$ cat src/utf8_stream_decoder_top_assert.svh
// Assertion macros shared by the UTF-8 stream decoder RTL.
// Depends on nothing; included by the modules that carry assertions.
`ifndef UTF8_STREAM_DECODER_TOP_ASSERT_SVH
`define UTF8_STREAM_DECODER_TOP_ASSERT_SVH

`ifndef SYNTHESIS
// Same-cycle implication, disabled during reset
`define U8SD_ASSERT_IMPL(lbl, clk, rst_n, ante, cons) \
    lbl: assert property (@(posedge clk) disable iff (!rst_n) (ante) |-> (cons)) \
        else $error("u8sd assertion failed");
// Next-cycle implication, disabled during reset
`define U8SD_ASSERT_NEXT(lbl, clk, rst_n, ante, cons) \
    lbl: assert property (@(posedge clk) disable iff (!rst_n) (ante) |=> (cons)) \
        else $error("u8sd assertion failed");
`else
`define U8SD_ASSERT_IMPL(lbl, clk, rst_n, ante, cons)
`define U8SD_ASSERT_NEXT(lbl, clk, rst_n, ante, cons)
`endif

`endif

$ cat src/u8sd_pkg.sv
// Package for the UTF-8 stream decoder: field widths, status codes,
// result word type and lead byte decode functions. No dependencies.
`timescale 1ns / 1ps

package u8sd_pkg;

    localparam int BYTE_W   = 8;
    localparam int CP_W     = 31;
    localparam int POS_W    = 16;
    localparam int STATUS_W = 2;
    localparam int PEND_W   = 3;

    // Status codes of a result word
    localparam logic [STATUS_W-1:0] ST_CHAR  = 2'd0;
    localparam logic [STATUS_W-1:0] ST_TRUNC = 2'd1;
    localparam logic [STATUS_W-1:0] ST_EMPTY = 2'd2;

    // Lead byte class masks
    localparam logic [BYTE_W-1:0] ASCII_MASK = 8'h80;
    localparam logic [BYTE_W-1:0] L2_MASK    = 8'hE0;
    localparam logic [BYTE_W-1:0] L2_CODE    = 8'hC0;
    localparam logic [BYTE_W-1:0] L3_MASK    = 8'hF0;
    localparam logic [BYTE_W-1:0] L3_CODE    = 8'hE0;
    localparam logic [BYTE_W-1:0] L4_MASK    = 8'hF8;
    localparam logic [BYTE_W-1:0] L4_CODE    = 8'hF0;
    localparam logic [BYTE_W-1:0] L5_MASK    = 8'hFC;
    localparam logic [BYTE_W-1:0] L5_CODE    = 8'hF8;
    localparam logic [BYTE_W-1:0] L6_MASK    = 8'hFE;
    localparam logic [BYTE_W-1:0] L6_CODE    = 8'hFC;
    localparam logic [BYTE_W-1:0] CONT_MASK  = 8'o77;

    typedef struct packed {
        logic [CP_W-1:0]     code_point;
        logic [POS_W-1:0]    char_position;
        logic [STATUS_W-1:0] status;
        logic                string_done;
    } res_t;

    // Sequence length of a lead byte, 1 to 6, or 0 for a non-lead byte
    function automatic logic [PEND_W-1:0] lead_length(input logic [BYTE_W-1:0] b);
        logic [PEND_W-1:0] len;
        if ((b & ASCII_MASK) == '0)        len = 3'd1;
        else if ((b & L2_MASK) == L2_CODE) len = 3'd2;
        else if ((b & L3_MASK) == L3_CODE) len = 3'd3;
        else if ((b & L4_MASK) == L4_CODE) len = 3'd4;
        else if ((b & L5_MASK) == L5_CODE) len = 3'd5;
        else if ((b & L6_MASK) == L6_CODE) len = 3'd6;
        else                               len = 3'd0;
        return len;
    endfunction

    // Payload bits carried by a lead byte of the given length
    function automatic logic [BYTE_W-1:0] lead_payload(input logic [BYTE_W-1:0] b,
                                                       input logic [PEND_W-1:0] len);
        logic [BYTE_W-1:0] mask;
        case (len)
            3'd1:    mask = 8'h7F;
            3'd2:    mask = 8'h1F;
            3'd3:    mask = 8'h0F;
            3'd4:    mask = 8'h07;
            3'd5:    mask = 8'h03;
            3'd6:    mask = 8'h01;
            default: mask = 8'h00;
        endcase
        return b & mask;
    endfunction

endpackage

$ cat src/u8sd_in_if.sv
// Byte channel of the UTF-8 stream decoder: valid/ready plus one byte word.
// Depends on u8sd_pkg.
`timescale 1ns / 1ps

interface u8sd_in_if;
    import u8sd_pkg::*;

    logic              valid;
    logic              ready;
    logic [BYTE_W-1:0] in_byte;
    logic              string_end;

    modport source (output valid, output in_byte, output string_end, input ready);
    modport sink   (input valid, input in_byte, input string_end, output ready);
endinterface

$ cat src/u8sd_out_if.sv
// Character channel of the UTF-8 stream decoder: valid/ready plus result word.
// Depends on u8sd_pkg.
`timescale 1ns / 1ps

interface u8sd_out_if;
    import u8sd_pkg::*;

    logic                valid;
    logic                ready;
    logic [CP_W-1:0]     code_point;
    logic [POS_W-1:0]    char_position;
    logic [STATUS_W-1:0] status;
    logic                string_done;

    modport source (output valid, output code_point, output char_position,
                    output status, output string_done, input ready);
    modport sink   (input valid, input code_point, input char_position,
                    input status, input string_done, output ready);
endinterface

$ cat src/u8sd_core.sv
// Decoder state and per-byte update: pending count, accumulator, counter.
// Depends on u8sd_pkg, u8sd_in_if and the assertion macro header.
`timescale 1ns / 1ps
`include "utf8_stream_decoder_top_assert.svh"

module u8sd_core #(
    parameter int COUNT_BITS = 16
) (
    input  logic           clk,
    input  logic           rst_n,
    u8sd_in_if.sink        bytes,
    input  logic           space_ok,
    output logic           push,
    output u8sd_pkg::res_t push_word
);
    import u8sd_pkg::*;

    localparam int PosW = (COUNT_BITS < POS_W) ? COUNT_BITS : POS_W;

    logic [PEND_W-1:0]     pend_reg, pend_next;
    logic [CP_W-1:0]       acc_reg, acc_next;
    logic [COUNT_BITS-1:0] cnt_reg, cnt_next;

    logic              fire;
    logic              done;
    logic [PEND_W-1:0] len;
    logic [PEND_W-1:0] pend_upd;
    logic [CP_W-1:0]   acc_upd;
    logic [COUNT_BITS-1:0] cnt_upd;

    assign bytes.ready = space_ok;
    assign fire        = bytes.valid && space_ok;
    assign len         = lead_length(bytes.in_byte);

    // Per-byte update of pending count and accumulator
    always_comb
    begin
        pend_upd = pend_reg;
        acc_upd  = acc_reg;
        done     = 1'b0;
        if (pend_reg == '0)
        begin
            if (len != '0)
            begin
                acc_upd  = CP_W'(lead_payload(bytes.in_byte, len));
                pend_upd = len - 3'd1;
                done     = (len == 3'd1);
            end
        end
        else
        begin
            acc_upd  = {acc_reg[CP_W-7:0], bytes.in_byte[5:0] & CONT_MASK[5:0]};
            pend_upd = pend_reg - 3'd1;
            done     = (pend_reg == 3'd1);
        end
    end

    // Saturating character counter
    assign cnt_upd = (done && (cnt_reg != {COUNT_BITS{1'b1}})) ?
                     cnt_reg + COUNT_BITS'(1) : cnt_reg;

    // Result word for this byte
    always_comb
    begin
        push_word.char_position = POS_W'(cnt_upd[PosW-1:0]);
        push_word.string_done   = bytes.string_end;
        if (done)
        begin
            push_word.code_point = acc_upd;
            push_word.status     = ST_CHAR;
        end
        else
        begin
            push_word.code_point = '0;
            push_word.status     = (pend_upd != '0) ? ST_TRUNC : ST_EMPTY;
        end
    end

    assign push = fire && (done || bytes.string_end);

    // Next state: string end clears everything
    always_comb
    begin
        pend_next = pend_reg;
        acc_next  = acc_reg;
        cnt_next  = cnt_reg;
        if (fire)
        begin
            if (bytes.string_end)
            begin
                pend_next = '0;
                acc_next  = '0;
                cnt_next  = '0;
            end
            else
            begin
                pend_next = pend_upd;
                acc_next  = acc_upd;
                cnt_next  = cnt_upd;
            end
        end
    end

    always_ff @(posedge clk or negedge rst_n)
    begin
        if (!rst_n)
        begin
            pend_reg <= '0;
            acc_reg  <= '0;
            cnt_reg  <= '0;
        end
        else
        begin
            pend_reg <= pend_next;
            acc_reg  <= acc_next;
            cnt_reg  <= cnt_next;
        end
    end

    // Checks
    `U8SD_ASSERT_IMPL(a_pend_range, clk, rst_n, 1'b1, pend_reg <= 3'd5)
    `U8SD_ASSERT_NEXT(a_end_clears, clk, rst_n, fire && bytes.string_end,
                      pend_reg == '0 && acc_reg == '0 && cnt_reg == '0)
    `U8SD_ASSERT_NEXT(a_idle_holds, clk, rst_n, !fire,
                      $stable(pend_reg) && $stable(acc_reg) && $stable(cnt_reg))

endmodule

$ cat src/u8sd_skid.sv
// Two-word output buffer for result words; keeps the byte side moving
// while a result waits. Depends on u8sd_pkg, u8sd_out_if and macro header.
`timescale 1ns / 1ps
`include "utf8_stream_decoder_top_assert.svh"

module u8sd_skid (
    input  logic           clk,
    input  logic           rst_n,
    input  logic           push,
    input  u8sd_pkg::res_t push_word,
    output logic           space_ok,
    u8sd_out_if.source     chars
);
    import u8sd_pkg::*;

    logic [1:0] count_reg, count_next;
    res_t       head_reg, head_next;
    res_t       spare_reg, spare_next;
    logic       pop;

    assign pop      = (count_reg != 2'd0) && chars.ready;
    assign space_ok = (count_reg != 2'd2);

    // Buffer update
    always_comb
    begin
        count_next = count_reg;
        head_next  = head_reg;
        spare_next = spare_reg;
        if (push && !pop)
        begin
            if (count_reg == 2'd0) head_next = push_word;
            else                   spare_next = push_word;
            count_next = count_reg + 2'd1;
        end
        else if (pop && !push)
        begin
            head_next  = spare_reg;
            count_next = count_reg - 2'd1;
        end
        else if (push && pop)
        begin
            if (count_reg == 2'd1)
            begin
                head_next = push_word;
            end
            else
            begin
                head_next  = spare_reg;
                spare_next = push_word;
            end
        end
    end

    always_ff @(posedge clk or negedge rst_n)
    begin
        if (!rst_n)
        begin
            count_reg <= '0;
        end
        else
        begin
            count_reg <= count_next;
        end
    end

    // Payload words need no reset
    always_ff @(posedge clk)
    begin
        head_reg  <= head_next;
        spare_reg <= spare_next;
    end

    assign chars.valid         = (count_reg != 2'd0);
    assign chars.code_point    = head_reg.code_point;
    assign chars.char_position = head_reg.char_position;
    assign chars.status        = head_reg.status;
    assign chars.string_done   = head_reg.string_done;

    // Checks
    `U8SD_ASSERT_IMPL(a_count_range, clk, rst_n, 1'b1, count_reg <= 2'd2)
    `U8SD_ASSERT_IMPL(a_no_overflow, clk, rst_n, push, count_reg != 2'd2)
    `U8SD_ASSERT_NEXT(a_pop_drains, clk, rst_n, pop && !push,
                      count_reg == $past(count_reg) - 2'd1)

endmodule

$ cat src/utf8_stream_decoder_top.sv
// UTF-8 stream decoder: one raw byte in per word on "bytes", at most one
// character or end-of-string report out per word on "chars".
// Accepts one byte every cycle while the output buffer has room; the
// result of a byte is registered in that buffer and shown on "chars"
// once earlier results are taken. Throughput is one byte per cycle while
// the buffer has room, set by the state update in u8sd_core.
// Continuation bytes are taken unchecked; non-lead bytes met with nothing
// pending are dropped without a result. A byte with string_end set always
// gives a result (character, truncated or empty end) and clears the state.
// When the receiver stalls, results wait in a two-word buffer; bytes are
// still taken until both words are full, then ready drops.
// Reset (rst_n low, asynchronous) clears the pending count, accumulator,
// character counter and buffer; ready is high right after reset.
// Depends on u8sd_pkg, u8sd_in_if, u8sd_out_if, u8sd_core, u8sd_skid.
`timescale 1ns / 1ps

module utf8_stream_decoder_top #(
    parameter int COUNT_BITS = 16
) (
    input  logic       clk,
    input  logic       rst_n,
    u8sd_in_if.sink    bytes,
    u8sd_out_if.source chars
);
    import u8sd_pkg::*;

    logic space_ok;
    logic push;
    res_t push_word;

    u8sd_core #(
        .COUNT_BITS(COUNT_BITS)
    ) u_core (
        .clk       (clk),
        .rst_n     (rst_n),
        .bytes     (bytes),
        .space_ok  (space_ok),
        .push      (push),
        .push_word (push_word)
    );

    u8sd_skid u_skid (
        .clk       (clk),
        .rst_n     (rst_n),
        .push      (push),
        .push_word (push_word),
        .space_ok  (space_ok),
        .chars     (chars)
    );

endmodule

$ cat src/flat_wrapper.sv
// flat-port wrapper written by rule: the top's interface ports become plain ports
module utf8_stream_decoder_top_flat import u8sd_pkg::*;
#(
    parameter int COUNT_BITS = 16
)
  (clk, rst_n, bytes_valid, bytes_in_byte, bytes_string_end, bytes_ready, chars_valid, chars_code_point, chars_char_position, chars_status, chars_string_done, chars_ready);
  u8sd_in_if bytes_i ();
  u8sd_out_if chars_i ();
  input  logic clk;
  input  logic rst_n;
  input wire logic [$bits(bytes_i.valid)-1:0] bytes_valid;
  input wire logic [$bits(bytes_i.in_byte)-1:0] bytes_in_byte;
  input wire logic [$bits(bytes_i.string_end)-1:0] bytes_string_end;
  output wire logic [$bits(bytes_i.ready)-1:0] bytes_ready;
  output wire logic [$bits(chars_i.valid)-1:0] chars_valid;
  output wire logic [$bits(chars_i.code_point)-1:0] chars_code_point;
  output wire logic [$bits(chars_i.char_position)-1:0] chars_char_position;
  output wire logic [$bits(chars_i.status)-1:0] chars_status;
  output wire logic [$bits(chars_i.string_done)-1:0] chars_string_done;
  input wire logic [$bits(chars_i.ready)-1:0] chars_ready;
  assign bytes_i.valid = bytes_valid;
  assign bytes_i.in_byte = bytes_in_byte;
  assign bytes_i.string_end = bytes_string_end;
  assign bytes_ready = bytes_i.ready;
  assign chars_valid = chars_i.valid;
  assign chars_code_point = chars_i.code_point;
  assign chars_char_position = chars_i.char_position;
  assign chars_status = chars_i.status;
  assign chars_string_done = chars_i.string_done;
  assign chars_i.ready = chars_ready;
  utf8_stream_decoder_top #(.COUNT_BITS(COUNT_BITS)) u_core (.clk(clk), .rst_n(rst_n), .bytes(bytes_i), .chars(chars_i));
endmodule
$ cat config.mk
export PLATFORM = sky130hd
export DESIGN_NAME = utf8_stream_decoder_top_flat
export DESIGN_NICKNAME = d
export VERILOG_FILES = /design/src/u8sd_pkg.sv /design/src/u8sd_in_if.sv /design/src/u8sd_out_if.sv /design/src/u8sd_core.sv /design/src/u8sd_skid.sv /design/src/utf8_stream_decoder_top.sv /design/src/flat_wrapper.sv
export VERILOG_INCLUDE_DIRS = /design/src /design/src/src
export SDC_FILE = /design/constraint.sdc
export NUM_CORES = 1
export LEC_CHECK = 0
export ABC_AREA = 1
export BUFFER_PORTS_ARGS = -buffer_cell sky130_fd_sc_hd__buf_4
export CAP_MARGIN = 15
export CORE_AREA = 2 2 125 127
export DETAILED_ROUTE_END_ITERATION = 12
export DIE_AREA = 0 0 127 129
export HOLD_SLACK_MARGIN = 0.03
export PLACE_DENSITY = 0.67
export SLEW_MARGIN = 10
export SYNTH_ARGS = -nofsm -noshare
export SYNTH_HDL_FRONTEND = slang
export SYNTH_SLANG_ARGS = --single-unit
$ cat constraint.sdc
create_clock -name clk -period 10.4 [get_ports clk]
set_clock_uncertainty 0.1 [all_clocks]
set_input_delay 2.08 -clock clk [delete_from_list [all_inputs] [get_ports clk]]
set_output_delay 2.08 -clock clk [all_outputs]
set_load 0.02 [all_outputs]
==> metrics.yaml <==
outcome:
  status: "completed"
layout:
  layout_commonest_cell: "nand2_1"
  drive_gt1_frac: 0.136
  finalNonFillerCells: 1031
  diodes: 0
  multiInputGateArea_um2: 2360
  final_cell_mix: "nand2_1 (265), edfxtp_1 (100), inv_1 (98)"
  fin_nets: 857
  largest_reg_flops: 50
  seqCellArea_um2: 4300
  area_growth_pct: 17.6
  final_area_um2: 8430
  fill_cells: 1303
placed_design:
  dpl-instance-area_um2: 7800
  post-place-cells: 999
  dp_hpwl_um: 9720
  portBuffers: 64
  finalWeightedCongestion: 0.888
synthesis:
  synth_edf_count: 100
  syn_area_um2: 7170
  async_flop_share: 0.342
  syn_nets: 805
  synthDistinctLibCells: 29
  synth_cells: 778
  ys_ff_latch: 152
  yosys_warnings: 0
  avgSynthCellArea_um2: 9.22
  synth_ff_type: "edfxtp_1"
  seq_area_frac_synth: 0.600
sta:
  setup_tns_ns: 0
  fin_crit_ns: 6.82
  rsz0062_at_grt: "no"
  setup_violations: 0
  hold_viol_final: 0
  min_period_over_period: 0.656
  slew_viol_final: 0
  tightest_slew_ns: 1.14
  fmax_mhz: 147
  relSlewSlack: 0.235
drt:
  drc: 0
  vias: 5355
  routed_via_density: 5.19
  drtPass1Iterations: 5
  drt_wl_total_um: 15100
  ant_nets: 0
  drt_iter0_markers: 444
  avgRoutedWirePerCell_um: 14.7
critical_path:
  crit_path_max_fanout: 65
  worst_ep_required_time_ns: 10.49
  start_kind: "primary input"
  critical_path_arrival_ns: 6.91
  reg2reg_depth: 17
  worstSetupPathType: "primary input to register"
  crit_path_end_kind: "register"
cts:
  root_buffer: "clkbuf_16"
  cts.clk_slew.worst_paths_ns: 0.06
  insertion_delay_ns: 0.43
  hold_buffers: 0
  htreeDepth: 4
  cts.repair.resized: 0
  cts_buffers: 17
  clock-sinks: 152
  post_cts_buffers: 0
  cts_max_path_buffers: 2
  cts_tree: "built"
worst_hold_path:
  hold_path.class: "register to register"
  hold_path_depth: 1
pwr:
  power.density_nw_per_um2: 290
  p_leak_uw: 0.00386
  vdd_drop_max_mv: 0.154
global_routing:
  grt_use_total: 0.195
  grt-ovfl-total: 0
  antenna_found_initial: 0
  grt_first_pass_wirelength_um: 25100
  grt_max_degree: 66
  grt_pass1_vias: 5071
floorplan:
  io-pin-count: 65
  die_h_um: 129
  rows: 45
  coreArea_um2: 15000
  die_width_um: 127
  dieArea_um2: 16400
  initial_core_util: 0.479
run:
  cap_viol_max_count: 0
[cells by family (layout without fill, tap and decap cells)]
kind of cell               after synthesis  count (layout)  share of synthesized area
adders and majority gates               14              14                     0.0244
xor gates and xnor gates                14              14                     0.0171
buffers and inverters                  138             203                     0.0755
and+or+nand+nor                        348             348                      0.198
AOI/OAI and AO/OA                      112             112                     0.0853
DFF                                    152             152                      0.600
[worst max-delay path, cell delays in order]
cell,delay [ns]
buf_4,0.09
inv_1,0.04
o21bai_1,0.14
nor2_1,0.28
ha_1,0.40
inv_1,0.16
nand3_2,0.14
o21ai_4,0.26
o21ai_0,0.73
inv_1,0.10
ha_1,0.30
a21oi_4,0.12
buf_4,0.45
clkinv_1,0.90
or2_2,0.59
nand2_1,0.07
inv_1,0.04
[synthesized netlist by cell type, types with 5 or more instances]
library cell  instances  area [um^2]
inv_1                98          368
or2_2                 5         31.3
a21oi_1              12         60.1
nor2_1               26         97.6
ha_1                 14          175
o21ai_0              68          340
nand2_1             265          995
edfxtp_1            100         3000
o22ai_1              26          163
clkbuf_1             20         75.1
nand3_1              33          165
dfrtp_1              52         1300
nand4_1              12         75.1
xnor2_1               9         78.8
buf_2                13         65.1
xor2_1                5         43.8
[routing by layer]
metal,GRT usage,part of all wire,up-vias
li1,-,-,2637
met1,0.270,0.47,2560
met2,0.304,0.46,137
met3,0.0462,0.054,21
met4,0.0737,0.015,0
met5,0,0,-
[worst paths after layout]
| check | startpoint | slack (ns) | end |
|---|---|---|---|
| setup / recovery | bytes_in_byte[7] | 3.58 | u_core.u_skid.chars.char_position[15] |
| hold / removal | u_core.u_skid.count_reg[0] | 0.41 | u_core.u_skid.count_reg[0] |
| setup reg to reg | u_core.u_core.pend_reg[0] | 4.82 | u_core.u_skid.chars.char_position[15] |
| hold reg to reg | u_core.u_skid.count_reg[0] | 0.41 | u_core.u_skid.count_reg[0] |
| max in group asynchronous | rst_n | 8.12 | u_core.u_core.acc_reg[29] |
| min in group asynchronous | rst_n | 1.60 | u_core.u_core.cnt_reg[10] |
[layout make-up]
class	count	share of cell area
clock buffers	21	0.0546
clock inverters	11	0.0202
inverters	102	0.0454
multi-input cells	488	0.280
flip-flops and latches	152	0.510
well taps	188	0.0279
repair buffers	69	0.0614
[where the power goes]
group          switching (uW)  leakage, uW  internal, uW
registers                57.0      0.00168           885
logic                     583      0.00188           262
clock network             243     0.000302           415
total                     883      0.00386          1560
[metrics by stage]
stage / power (uW) / worst slack [ns] / hold slack, ns / utilization
2_1_floorplan: 1520 / 2.71 / 0.372 / -
3_3_place_gp: 1780 / 3.26 / 0.397 / 0.521
3_5_place_dp: 1800 / 3.06 / 0.403 / 0.521
4_1_cts: 2460 / 3.50 / 0.414 / 0.563
5_1_grt: 2590 / 2.99 / 0.428 / 0.563
6_report: 2440 / 3.58 / 0.414 / 0.563
(Power assumes the default switching activity.)
